`src/rtl/ntoh_pkg.sv`:
```
// Shared constants and types for the note timing offset humaniser.
package ntoh_pkg;

    // Configuration register indexes and style codes.
    localparam logic REG_STYLE  = 1'b0;
    localparam logic REG_AMOUNT = 1'b1;

    localparam logic [1:0] MODE_OFF   = 2'd0;
    localparam logic [1:0] MODE_HUMAN = 2'd1;
    localparam logic [1:0] MODE_SWING = 2'd2;

    // Field widths.
    localparam int AMOUNT_W = 10;
    localparam int PERIOD_W = 16;
    localparam int OFFSET_W = 15;
    localparam int SUM_W    = 10;
    localparam int SIGMA_W  = 5;

    // Shared unit widths: 27 x 26 signed multiply.
    localparam int MUL_A_W = 27;
    localparam int MUL_B_W = 26;
    localparam int ACC_W   = MUL_A_W + MUL_B_W;

    // Sigma is amount x 26 / 1000, taken as amount x 1704 shifted right by 16.
    // This gives the exact floor for every ten-bit amount.
    localparam logic [MUL_B_W-1:0] SIGMA_RECIP = 26'd1704;
    localparam int                 SIGMA_SHIFT = 16;

    // Swing: amount x 17 fits TERM_W bits and that times the period fits
    // PRODUCT_W bits. Division by 100000 is a shift right by PRE_SHIFT, then a
    // multiply by 2^36 / 3125 rounded up and a shift right by RECIP_SHIFT,
    // which gives the exact floor over that whole range.
    localparam logic [MUL_B_W-1:0] SWING_SCALE = 26'd17;
    localparam int                 TERM_W      = 15;
    localparam int                 PRODUCT_W   = 31;
    localparam int                 PRE_SHIFT   = 5;
    localparam logic [MUL_B_W-1:0] SWING_RECIP = 26'd21990233;
    localparam int                 RECIP_SHIFT = 36;
    localparam int                 QUO_W       = 14;

    localparam logic [AMOUNT_W-1:0] AMOUNT_MIN  = 10'd10;

    localparam logic [15:0] LFSR_SEED = 16'hACE1;
    localparam logic [15:0] LFSR_TAPS = 16'hB400;

    // Operands presented to the shared arithmetic unit.
    typedef struct packed {
        logic signed [MUL_A_W-1:0] mul_a;
        logic signed [MUL_B_W-1:0] mul_b;
    } alu_in_t;

    // Results returned by the shared arithmetic unit.
    typedef struct packed {
        logic signed [ACC_W-1:0] prod;
    } alu_out_t;

endpackage

```
`src/rtl/ntoh_lfsr.sv`:
```
// Sixteen-bit right-shifting Galois LFSR that yields one byte per step.
module ntoh_lfsr
(
    input  logic       clk,
    input  logic       rst_n,
    input  logic       step,
    output logic [7:0] byte_out
);

    logic [15:0] lfsr_reg;
    logic [15:0] lfsr_next;
    logic [15:0] shifted;

    // The byte offered is the low byte of the value after the coming step.
    always_comb
    begin
        shifted = {1'b0, lfsr_reg[15:1]};
        if (lfsr_reg[0])
        begin
            shifted = shifted ^ ntoh_pkg::LFSR_TAPS;
        end
        lfsr_next = step ? shifted : lfsr_reg;
        byte_out  = shifted[7:0];
    end

    always_ff @(posedge clk or negedge rst_n)
    begin
        if (!rst_n)
        begin
            lfsr_reg <= ntoh_pkg::LFSR_SEED;
        end
        else
        begin
            lfsr_reg <= lfsr_next;
        end
    end

endmodule

```
`src/rtl/ntoh_alu.sv`:
```
// Shared arithmetic unit: one signed multiplier.
module ntoh_alu
(
    input  ntoh_pkg::alu_in_t  alu_in,
    output ntoh_pkg::alu_out_t alu_out
);

    always_comb
    begin
        alu_out.prod = alu_in.mul_a * alu_in.mul_b;
    end

endmodule

```
`src/rtl/note_timing_offset_humanizer_core.sv`:
```
// Top level of the note timing offset humaniser: sequencer, registers and ports.
//
// Each accepted item is one note step (odd_step in s_tuser, step_period in
// s_tdata) and gives one signed millisecond offset on m_tdata. The block takes
// one item at a time: s_tready is low from acceptance until the result has been
// loaded into the output register, which can still hold the previous result
// while the next item is being worked on. All arithmetic runs through a single
// shared 27 x 26 signed multiplier under a small sequencer, whose steps depend
// on the style. With the style off, or the amount below ten per mille, an item
// goes straight to the output step. In swing style the steps are amount times
// 17, that times the period, the division by 100000 as a shift and a multiply
// by a scaled reciprocal of 3125, a step to apply the sign and the output
// step. In human style sigma comes from one multiply by a scaled reciprocal of
// 1000, and the item goes straight to the output step when sigma is zero;
// otherwise four LFSR draws, the sigma multiply and a rounding step follow.
// The output step waits while the output register holds a stalled result.
// Configuration writes are to be made only while no item is in flight.
module note_timing_offset_humanizer_core
(
    input  logic        clk,
    input  logic        rst_n,
    // Input items.
    input  logic        s_tvalid,
    output logic        s_tready,
    input  logic [15:0] s_tdata,    // [15:0] step_period
    input  logic        s_tuser,    // [0] odd_step
    // Result items.
    output logic        m_tvalid,
    input  logic        m_tready,
    output logic [15:0] m_tdata,    // [14:0] offset, [15] zero
    // Configuration writes.
    input  logic        cfg_we,
    input  logic        cfg_index,
    input  logic [9:0]  cfg_wdata
);

    localparam logic [2:0] ST_IDLE  = 3'd0;
    localparam logic [2:0] ST_MUL_A = 3'd1;
    localparam logic [2:0] ST_MUL_P = 3'd2;
    localparam logic [2:0] ST_RECIP = 3'd3;
    localparam logic [2:0] ST_LFSR  = 3'd4;
    localparam logic [2:0] ST_MUL_H = 3'd5;
    localparam logic [2:0] ST_FIN   = 3'd6;
    localparam logic [2:0] ST_OUT   = 3'd7;

    // Configuration registers.
    logic [1:0]                    style_reg;
    logic [ntoh_pkg::AMOUNT_W-1:0] amount_reg;

    // Sequencer and working registers.
    logic [2:0]                        state_reg,  state_next;
    logic                              hum_reg,    hum_next;
    logic                              odd_reg,    odd_next;
    logic [ntoh_pkg::PERIOD_W-1:0]     period_reg, period_next;
    logic signed [ntoh_pkg::ACC_W-1:0] acc_reg,    acc_next;
    logic [1:0]                        cnt_reg,    cnt_next;
    logic [ntoh_pkg::SIGMA_W-1:0]      sigma_reg,  sigma_next;
    logic signed [ntoh_pkg::SUM_W-1:0] sum_reg,    sum_next;
    logic [ntoh_pkg::OFFSET_W-1:0]     res_reg,    res_next;

    // Output register.
    logic                            out_valid_reg, out_valid_next;
    logic [ntoh_pkg::OFFSET_W-1:0]   out_data_reg,  out_data_next;

    ntoh_pkg::alu_in_t  alu_in;
    ntoh_pkg::alu_out_t alu_out;

    logic                              lfsr_step;
    logic [7:0]                        lfsr_byte;
    logic [7:0]                        centred;
    logic [ntoh_pkg::SIGMA_W-1:0]      sigma_new;
    logic [ntoh_pkg::OFFSET_W-1:0]     quo_ext;
    logic signed [ntoh_pkg::ACC_W-1:0] hum_adj;
    logic signed [ntoh_pkg::ACC_W-1:0] hum_shift;
    logic                              in_accept;
    logic                              active;

    ntoh_alu u_alu
    (
        .alu_in  (alu_in),
        .alu_out (alu_out)
    );

    ntoh_lfsr u_lfsr
    (
        .clk      (clk),
        .rst_n    (rst_n),
        .step     (lfsr_step),
        .byte_out (lfsr_byte)
    );

    assign s_tready  = (state_reg == ST_IDLE);
    assign in_accept = s_tvalid && s_tready;
    assign m_tvalid  = out_valid_reg;
    assign m_tdata   = {1'b0, out_data_reg};

    // Styles only take effect from ten per mille upwards; code 3 acts as off.
    assign active = (amount_reg >= ntoh_pkg::AMOUNT_MIN);

    // Sigma straight from the amount multiply, and the swing magnitude from
    // the reciprocal multiply held in the accumulator.
    assign sigma_new = alu_out.prod[ntoh_pkg::SIGMA_SHIFT +: ntoh_pkg::SIGMA_W];
    assign quo_ext   = {1'b0, acc_reg[ntoh_pkg::RECIP_SHIFT +: ntoh_pkg::QUO_W]};

    // Byte minus 128 is the byte with its top bit flipped, read as signed.
    assign centred = lfsr_byte ^ 8'h80;

    // Division by 512 truncating toward zero: bias negative products.
    assign hum_adj   = acc_reg + (acc_reg[ntoh_pkg::ACC_W-1] ? ntoh_pkg::ACC_W'(511)
                                                             : ntoh_pkg::ACC_W'(0));
    assign hum_shift = hum_adj >>> 9;

    // Operand selection for the shared multiplier.
    always_comb
    begin
        alu_in.mul_a = '0;
        alu_in.mul_b = '0;
        case (state_reg)
            ST_MUL_A:
            begin
                // Amount times the sigma reciprocal (human) or 17 (swing).
                alu_in.mul_a = signed'(ntoh_pkg::MUL_A_W'(amount_reg));
                alu_in.mul_b = signed'(hum_reg ? ntoh_pkg::SIGMA_RECIP
                                               : ntoh_pkg::SWING_SCALE);
            end

            ST_MUL_P:
            begin
                alu_in.mul_a = signed'(ntoh_pkg::MUL_A_W'(period_reg));
                alu_in.mul_b = signed'(ntoh_pkg::MUL_B_W'(acc_reg[ntoh_pkg::TERM_W-1:0]));
            end

            ST_RECIP:
            begin
                // The product divided by 32, times the reciprocal of 3125.
                alu_in.mul_a = signed'(ntoh_pkg::MUL_A_W'(
                    acc_reg[ntoh_pkg::PRODUCT_W-1:ntoh_pkg::PRE_SHIFT]));
                alu_in.mul_b = signed'(ntoh_pkg::SWING_RECIP);
            end

            ST_MUL_H:
            begin
                alu_in.mul_a = signed'({{(ntoh_pkg::MUL_A_W - ntoh_pkg::SUM_W){sum_reg[9]}},
                                        sum_reg});
                alu_in.mul_b = signed'(ntoh_pkg::MUL_B_W'(sigma_reg));
            end

            default:
            begin
                alu_in = '0;
            end
        endcase
    end

    always_comb
    begin
        state_next     = state_reg;
        hum_next       = hum_reg;
        odd_next       = odd_reg;
        period_next    = period_reg;
        acc_next       = acc_reg;
        cnt_next       = cnt_reg;
        sigma_next     = sigma_reg;
        sum_next       = sum_reg;
        res_next       = res_reg;
        out_valid_next = out_valid_reg;
        out_data_next  = out_data_reg;
        lfsr_step      = 1'b0;

        if (m_tready)
        begin
            out_valid_next = 1'b0;
        end

        case (state_reg)
            ST_IDLE:
            begin
                if (in_accept)
                begin
                    odd_next    = s_tuser;
                    period_next = s_tdata;
                    hum_next    = (style_reg == ntoh_pkg::MODE_HUMAN);
                    res_next    = '0;
                    if (active && ((style_reg == ntoh_pkg::MODE_HUMAN) ||
                                   (style_reg == ntoh_pkg::MODE_SWING)))
                    begin
                        state_next = ST_MUL_A;
                    end
                    else
                    begin
                        state_next = ST_OUT;
                    end
                end
            end

            ST_MUL_A:
            begin
                acc_next = alu_out.prod;
                if (hum_reg)
                begin
                    sigma_next = sigma_new;
                    sum_next   = '0;
                    cnt_next   = 2'd3;
                    if (sigma_new == '0)
                    begin
                        res_next   = '0;
                        state_next = ST_OUT;
                    end
                    else
                    begin
                        state_next = ST_LFSR;
                    end
                end
                else
                begin
                    state_next = ST_MUL_P;
                end
            end

            ST_MUL_P:
            begin
                acc_next   = alu_out.prod;
                state_next = ST_RECIP;
            end

            ST_RECIP:
            begin
                acc_next   = alu_out.prod;
                state_next = ST_FIN;
            end

            ST_LFSR:
            begin
                lfsr_step = 1'b1;
                sum_next  = sum_reg + signed'({{2{centred[7]}}, centred});
                cnt_next  = cnt_reg - 2'd1;
                if (cnt_reg == 2'd0)
                begin
                    state_next = ST_MUL_H;
                end
            end

            ST_MUL_H:
            begin
                acc_next   = alu_out.prod;
                state_next = ST_FIN;
            end

            ST_FIN:
            begin
                if (hum_reg)
                begin
                    res_next = hum_shift[ntoh_pkg::OFFSET_W-1:0];
                end
                else
                begin
                    // Even steps are pushed later, odd steps earlier.
                    res_next = odd_reg ? (~quo_ext + 15'd1) : quo_ext;
                end
                state_next = ST_OUT;
            end

            ST_OUT:
            begin
                if (!out_valid_reg || m_tready)
                begin
                    out_valid_next = 1'b1;
                    out_data_next  = res_reg;
                    state_next     = ST_IDLE;
                end
            end

            default:
            begin
                state_next = ST_IDLE;
            end
        endcase
    end

    always_ff @(posedge clk or negedge rst_n)
    begin
        if (!rst_n)
        begin
            state_reg     <= ST_IDLE;
            out_valid_reg <= 1'b0;
            style_reg     <= ntoh_pkg::MODE_OFF;
            amount_reg    <= '0;
        end
        else
        begin
            state_reg     <= state_next;
            out_valid_reg <= out_valid_next;
            if (cfg_we)
            begin
                case (cfg_index)
                    ntoh_pkg::REG_STYLE:  style_reg  <= cfg_wdata[1:0];
                    ntoh_pkg::REG_AMOUNT: amount_reg <= cfg_wdata;
                    default:              style_reg  <= style_reg;
                endcase
            end
        end
    end

    // Payload registers carry no reset.
    always_ff @(posedge clk)
    begin
        hum_reg      <= hum_next;
        odd_reg      <= odd_next;
        period_reg   <= period_next;
        acc_reg      <= acc_next;
        cnt_reg      <= cnt_next;
        sigma_reg    <= sigma_next;
        sum_reg      <= sum_next;
        res_reg      <= res_next;
        out_data_reg <= out_data_next;
    end

endmodule

```
`config.mk`:
```
export PLATFORM = sky130hd
export DESIGN_NAME = note_timing_offset_humanizer_core
export DESIGN_NICKNAME = d
export VERILOG_FILES = /design/src/rtl/ntoh_pkg.sv /design/src/rtl/ntoh_lfsr.sv /design/src/rtl/ntoh_alu.sv /design/src/rtl/note_timing_offset_humanizer_core.sv
export SDC_FILE = /design/constraint.sdc
export NUM_CORES = 1
export LEC_CHECK = 0
export BUFFER_PORTS_ARGS = -buffer_cell sky130_fd_sc_hd__buf_2
export CORE_MARGIN = 5
export CORE_UTILIZATION = 50
export DETAILED_ROUTE_END_ITERATION = 8
export PLACE_DENSITY_LB_ADDON = 0.12
export RECOVER_POWER = 25
export SLEW_MARGIN = 10
export SYNTH_ARGS = -nofsm -noshare
export SYNTH_HDL_FRONTEND = slang
export SYNTH_SLANG_ARGS = --single-unit
```
`constraint.sdc`:
```
create_clock -name clk -period 8.6 [get_ports clk]
set_clock_uncertainty 0.15 [all_clocks]
set_input_delay 0.43 -clock clk [delete_from_list [all_inputs] [get_ports clk]]
set_output_delay 0.43 -clock clk [all_outputs]
set_load 0.05 [all_outputs]
```
### Yosys cells after proc, flatten, opt, wreduce, memory -nomap -nowiden

Index checks and enable logic that the tools add are counted.

| operators by class | value |
|---|---|
| add/subtract/negate cells | 4 |
| multipliers | 1 |
| $lt $le $gt $ge | 1 |
| equal/unequal tests | 14 |
| muxes and demuxes | 25 |
| bitwise logic cells | 4 |
| reductions and logical operators | 20 |

Operators by type and width:

| operator | number |
|---|---|
| 53-bit one-hot mux with 4 select lines | 1 |
| 15-bit two-way mux | 5 |
| 27-bit by 26-bit multiplier with 53-bit output | 1 |
| 15-bit one-hot mux with 3 select lines | 1 |
| 24-bit by 10-bit adder with 24-bit output | 1 |
| 3-bit one-hot mux with 7 select lines | 1 |
| 10-bit one-hot mux with 2 select lines | 1 |
| 16-bit two-way mux | 1 |
| 15-bit by 1-bit adder with 15-bit output, second input constant | 1 |
| 3-bit two-way mux | 5 |
| 14-bit inverter with 15-bit output | 1 |
| 3-bit == test, second input constant | 4 |
| 2-bit AND reduction | 6 |
| 11-bit two-way mux | 1 |
| 10-bit by 8-bit adder with 10-bit output | 1 |
| 10-bit by 4-bit >= comparator with 1-bit output, second input constant | 1 |
| 10-bit two-way mux | 1 |
| 9-bit two-way mux | 1 |
| 2-bit inequality test, second input constant | 4 |
| 3-bit by 2-bit == test with 1-bit output, second input constant | 2 |
| 5-bit logical NOT | 1 |
| 1-bit two-way mux | 4 |
| 2-bit two-way mux | 2 |
| 3-bit inverter with 4-bit output | 1 |
| 18 further kinds | 21 |

| storage, ports and cells | value |
|---|---|
| flip-flop bits (word level) | 150 |
| bits of input ports | 33 |
| output and inout port bits | 18 |
| word-level logic and storage cells | 83 |

### Longest topological paths before layout

Gate-level depths: netlist of run 1.

| depth | value |
|---|---|
| depth after elaboration | 7 |
| depth in mapped cells | 31 |
| gate-level depth less buffers | 28 |

### Modules after synthesis

Synthesis of run 1 repeated with hierarchy kept, for this count alone.

| second synthesis, totals | value |
|---|---|
| cell total of the unflattened synthesis | 3321 |
| area total of the unflattened synthesis | 32180.9 um2 |

By module, submodules not included:

| module | instances | cells an instance | area each (um2) | sequential area each (um2) |
|---|---|---|---|---|
| ntoh_alu | 1 | 2762 | 25231.7 | 0.0 |
| note_timing_offset_humanizer_core | 1 | 511 | 6233.5 | 3733.6 |
| ntoh_lfsr | 1 | 48 | 715.7 | 410.4 |

### Worst setup path after synthesis of run 1

Ideal clock, no wire load.

| timing path | value |
|---|---|
| path kind | flip-flop to flip-flop |
| start point | register state_reg[1] |
| end point | register res_reg[0] in the netlist's numbering, enable pin |
| library setup time | 0.387 ns |
| arrival | 8.022 ns |
| data required time | 8.063 ns |
| setup slack | 0.040 ns |
| stages on the path, launching flop included | 27 |
| buffers on the path | 2 |
| period minus slack after synthesis | 8.560 ns |
| cell sequence | dfrtp_1 > nor2b_1 > and2_1 > clkbuf_1 > nand2_1 > inv_1 > a211oi_1 > nor2_1 > fa_1 > inv_1 > fa_1 > fa_1 > fa_1 > inv_1 > ha_1 > fa_1 > fa_1 > ha_1 > clkbuf_1 > nand4_1 > a211oi_1 > o21ai_2 > nand3b_2 > xor2_1 > or4_1 > or3_4 > o32ai_2 |

RTL lines:

| item | RTL line | text |
|---|---|---|
| from (decl) | note_timing_offset_humanizer_core.sv:51 | `logic [2:0] state_reg, state_next;` |
| from (signal assigned) | note_timing_offset_humanizer_core.sv:291 | `state_reg <= state_next;` |
| to (signal assigned) | note_timing_offset_humanizer_core.sv:314 | `res_reg <= res_next;` |
| to (decl) | note_timing_offset_humanizer_core.sv:59 | `logic [ntoh_pkg::OFFSET_W-1:0] res_reg, res_next;` |

==> impl_metrics.env, run 1 <==
export IMPL_whs_ns=0.0321
export IMPL_cts_buffer_depth=2
export IMPL_finalHoldViolations=0
export IMPL_layout_common_cells="717 x inv_1, 605 x fa_1, 252 x nand2_1"
export IMPL_violations="capacitance limit, slew limit"
export IMPL_mostFrequentLayoutCell="inv_1"
export IMPL_reg2reg_slack_ns=0.26
export IMPL_row_count=85
export IMPL_grt_max_degree=47
export IMPL_synth_avg_cell_area_um2=9.85
export IMPL_seq_area_frac_synth_pct=15.3
export IMPL_grt_setup_unrepaired="yes"
export IMPL_via_count=19200
export IMPL_layout_min_cycle_time_ns=8.34
export IMPL_core_area_mm2=0.0538
export IMPL_dieArea_mm2=0.0591
export IMPL_final_cell_area_mm2=0.0299
export IMPL_root_buffer="clkbuf_16"
export IMPL_syn_area_mm2=0.0272
export IMPL_ys_warn_count=0
export IMPL_outcome="finished, violations left"
export IMPL_start_kind="register"
export IMPL_hold_path_class="in2reg"
export IMPL_critPathBufInv=8
export IMPL_tritoncts="yes"
export IMPL_r2r_cells=28
export IMPL_grt_total_usage_pct=26.7
export IMPL_critical_path_top_cell_by_count="fa_1"
export IMPL_critPathTopFamily="adder cells"
export IMPL_place_area_mm2=0.0293
export IMPL_drv_slew=33
export IMPL_worstSkewPairLatency_ns=0.44
export IMPL_tightest_slew_ns=1.79
export IMPL_grt_first_pass_wirelength_um=121000
export IMPL_maxCapViolCount=1
export IMPL_fin_util_pct=55.6
export IMPL_grt_overflow_total=0
export IMPL_synth_edf_count=111
export IMPL_worstSetupPathDepth=28
export IMPL_fillers=4825
export IMPL_drive_above_1_share_pct=8.42
export IMPL_synth_distinct_cells=68
export IMPL_port_buffers=49
export IMPL_clk_pin_slew_ns=0.07
export IMPL_initial_core_util_pct=50.5
export IMPL_cts_buffers=17
export IMPL_wl_per_cell_um=20.5
export IMPL_relSlewSlack_pct=-19.6
export IMPL_largest_reg_flops=46
export IMPL_path_max_fanout=22
export IMPL_syn_to_final_growth_pct=10.3
export IMPL_first_global_vias=21600
export IMPL_viasPerCell=5.22
export IMPL_cp_slowest_cell="fa_1"
export IMPL_synthArstFlopShare_pct=22.4
export IMPL_finalCritPeriodShare_pct=97.0
export IMPL_ys_flop_type="edfxtp_1"
export IMPL_nets=3800
export IMPL_fp_dieH_um=243
export IMPL_grt_antenna_before_repair=1
export IMPL_dpl_hpwl_um=65600
export IMPL_antenna_cells=0
export IMPL_first_pass_iters=5
export IMPL_path_class="reg2reg"
export IMPL_arrival_ns=8.36
export IMPL_crit_path_end_kind="register"
export IMPL_cts_setup_buffers=0
export IMPL_ant_nets=0
export IMPL_cts_htree_levels=4
export IMPL_min_path_cells=1
export IMPL_drt_iter0_drc=1055
export IMPL_cts_sinks=143
export IMPL_wl_um=75500
export IMPL_synth_cells=2757
export IMPL_setup_viol=0
export IMPL_fmax_mhz=120
export IMPL_place_congestion=0.957
export IMPL_die_w_um=243
export IMPL_slowest_delay_ns=0.54
export IMPL_ys_seq_elements=143
export IMPL_ios=51
export IMPL_worstPathRequired_ns=8.62
export IMPL_route_detailed_drc=0
[Yosys cell counts, types with 12 or more instances]
library cell    n  share of area [%]
fa_1          605                 45
a21oi_1        80                1.5
and3_1         16               0.37
inv_1         717                9.9
nor2b_1        16               0.37
xor2_1         23               0.74
ha_1          194                8.9
nand3_1        26               0.48
clkbuf_1       68               0.94
nor2_1        236                3.3
o21ai_0        46               0.85
xnor2_1        50                1.6
mux2_2         16               0.66
edfxtp_1      111                 12
nand2b_1       20               0.46
a21o_1         39                1.1
nand2_1       255                3.5
o21ai_1        19               0.35
dfrtp_1        24                2.2
o211ai_1       12               0.33
nor3_1         18               0.33
a211oi_1       14               0.39
[through the flow]
stage               setup slack, ns  cells  setup TNS (ns)
floorplan                    0.0404   2849               0
detailed placement            0.115   3644               0
finish                        0.258   3677               0
global placement              0.190   3644               0
global route                -0.0288   3677         -0.0288
CTS                          0.0312   3677               0
[per-layer routing]
layer / wire length (um) / share of wire (%) / GRT usage, %
met5: 0 / 0 / 0
met4: 3800 / 5.0 / 10.9
met3: 3960 / 5.2 / 3.49
met2: 37700 / 50 / 46.1
met1: 30000 / 40 / 34.1
[cell type report]
type | instances | area [um2] | share of cell area (%)
clock buffers | 17 | 425 | 1.42
clock inverters | 15 | 194 | 0.648
inverters | 717 | 2690 | 8.99
multi-input cells | 1911 | 20400 | 68.1
flip-flops and latches | 143 | 4150 | 13.8
well taps | 696 | 871 | 2.91
repair buffers | 178 | 1230 | 4.12
[cells by family (layout without fill, tap and decap cells)]
family,after synthesis,count (layout),synth area share [%]
AO/OA/AOI/OAI,282,282,6.60
XOR/XNOR,74,74,2.41
adder cells (fa/ha/maj),799,799,53.5
buffers and inverters,795,927,11.0
flip-flops,143,143,15.3
multiplexers,27,27,1.07
other,2,94,0.0277
AND/OR/NAND/NOR,635,635,10.0
[repair_timing]
item | in CTS | in global routing
endpoints found under the hold margin | 24 | 0
gates resized for setup | 0 | 13
hold buffers | 1 | 0
endpoints found under the setup margin | 0 | 27
[worst paths after layout]
kind                              start                to
max reg2reg                state_reg[0]       acc_reg[37]
min in group asynchronous         rst_n      style_reg[0]
max in group asynchronous         rst_n      state_reg[1]
max                        state_reg[0]       acc_reg[37]
min reg2reg                 res_reg[14]  out_data_reg[14]
min                          s_tdata[0]     period_reg[0]
Power of run 1 is left out: the tool's default activity adds up to more than one toggle a clock period on the data nets, which glitch-free logic cannot reach.
==> run 2, diff against run 1 <==
- CTS_BUF_LIST: unset -> sky130_fd_sc_hd__clkbuf_2 sky130_fd_sc_hd__clkbuf_4 sky130_fd_sc_hd__clkbuf_8
==> impl_metrics.env, run 2 (same netlist as run 1, synthesis figures left out) <==
export IMPL_outcome="finished, violations left"
export IMPL_violations="capacitance limit, slew limit"
export IMPL_path_class="reg2reg"
export IMPL_drv_slew=33
export IMPL_fillers=4844
export IMPL_die_w_um=243
export IMPL_maxCapViolCount=1
export IMPL_start_kind="register"
export IMPL_initial_core_util_pct=50.5
export IMPL_grt_first_pass_wirelength_um=121000
export IMPL_ios=51
export IMPL_finalCritPeriodShare_pct=97.1
export IMPL_place_congestion=0.957
export IMPL_crit_path_end_kind="register"
export IMPL_hold_path_class="in2reg"
export IMPL_hp_start="cfg_wdata[9]"
export IMPL_fmax_mhz=120
export IMPL_dpl_hpwl_um=65600
export IMPL_fp_dieH_um=243
export IMPL_multi_input_area_mm2=0.0204
export IMPL_setup_viol=0
export IMPL_relSlewSlack_pct=-17.0
export IMPL_root_buffer="clkbuf_8"
export IMPL_dieArea_mm2=0.0591
export IMPL_wl_per_cell_um=20.5
export IMPL_first_global_vias=21600
export IMPL_arrival_ns=8.41
export IMPL_drive_above_1_share_pct=8.35
export IMPL_regArea_mm2=0.00415
export IMPL_port_buffers=49
export IMPL_critPathBufInv=8
export IMPL_tritoncts="yes"
export IMPL_layout_common_cells="717 x inv_1, 605 x fa_1, 252 x nand2_1"
export IMPL_syn_to_final_growth_pct=10.1
export IMPL_finalHoldViolations=0
export IMPL_critical_path_top_cell_by_count="fa_1"
export IMPL_grt_overflow_total=0
export IMPL_cp_slowest_cell="fa_1"
export IMPL_core_area_mm2=0.0538
export IMPL_largest_reg_flops=46
export IMPL_crit_start="state_reg[1]"
export IMPL_wl_um=75500
export IMPL_tightest_slew_ns=1.76
export IMPL_grt_total_usage_pct=26.6
export IMPL_tns_ns=0
export IMPL_cts_setup_buffers=0
export IMPL_worstSkewPairLatency_ns=0.47
export IMPL_first_pass_iters=5
export IMPL_viasPerCell=5.19
export IMPL_mostFrequentLayoutCell="inv_1"
export IMPL_antenna_cells=0
export IMPL_worstPathRequired_ns=8.65
export IMPL_cts_htree_levels=4
export IMPL_nets=3812
export IMPL_cts_sinks=143
export IMPL_layout_min_cycle_time_ns=8.35
export IMPL_row_count=85
export IMPL_via_count=19100
export IMPL_slowest_delay_ns=0.56
export IMPL_grt_antenna_before_repair=0
export IMPL_drt_iter0_drc=1149
export IMPL_clk_pin_slew_ns=0.10
export IMPL_ant_nets=0
export IMPL_cts_buffer_depth=2
export IMPL_cts_buffers=17
export IMPL_grt_max_degree=47
export IMPL_worstReg2RegStart="state_reg[1]"
export IMPL_route_detailed_drc=0
export IMPL_path_max_fanout=10
export IMPL_critPathTopFamily="adder cells"
run 2: cell type report:
cell class	count	area share (%)
tap	696	2.91
inverter	717	9.01
clock buffer	17	0.783
timing repair buffer	190	4.55
sequential	143	13.9
multi-input combinational	1911	68.2
clock inverter	15	0.649
run 2: final timing paths:
path	to	slack [ns]	cells after the start
setup reg to reg	acc_reg[37]	0.25	29
max in group asynchronous	state_reg[1]	6.34	2
hold / removal	amount_reg[9]	0.05	2
min in group asynchronous	u_lfsr.lfsr_reg[3]	0.82	2
setup / recovery	acc_reg[37]	0.25	29
hold reg to reg	out_data_reg[14]	0.28	0
run 2: per-layer routing:
layer / global-route usage, % / up-vias / wire length (um)
li1: - / 8697 / -
met1: 34.3 / 9781 / 30500
met4: 10.7 / 0 / 3720
met3: 3.41 / 162 / 3570
met5: 0 / - / 0
met2: 46.1 / 492 / 37700
run 2: per-stage QoR:
stage / instances / setup WS, ns / cell area, um2 / util (%) / hold WS, ns
final: 3689 / 0.248 / 29900 / 55.5 / 0.0498
after global routing: 3689 / -0.0100 / 29900 / 55.5 / 0.0135
after CTS: 3688 / 0.0343 / 29800 / 55.5 / 0.0173
after detailed placement: 3644 / 0.115 / 29300 / 54.4 / 0.255
after global placement: 3644 / 0.190 / 29300 / 54.4 / 0.254
after floorplan: 2849 / 0.0404 / 27500 / - / -0.0156
run 2: worst reg2reg max path: cells and delay by family, from the launching register on:
family / cells / cell delay [ns]
adder cells (fa/ha/maj): 8 / 3.84
AO/OA/AOI/OAI: 7 / 1.44
AND/OR/NAND/NOR: 5 / 1.10
buffers and inverters: 8 / 0.94
flip-flops: 1 / 0.47
XOR/XNOR: 1 / 0.15
run 2: repair_timing:
action	4_1_cts	5_1_grt
hold buffers	12	1
resized for setup	0	15
endpoints found under the setup margin	0	27
hold endpoints to repair	35	1
Power of run 2 is left out for the same reason.
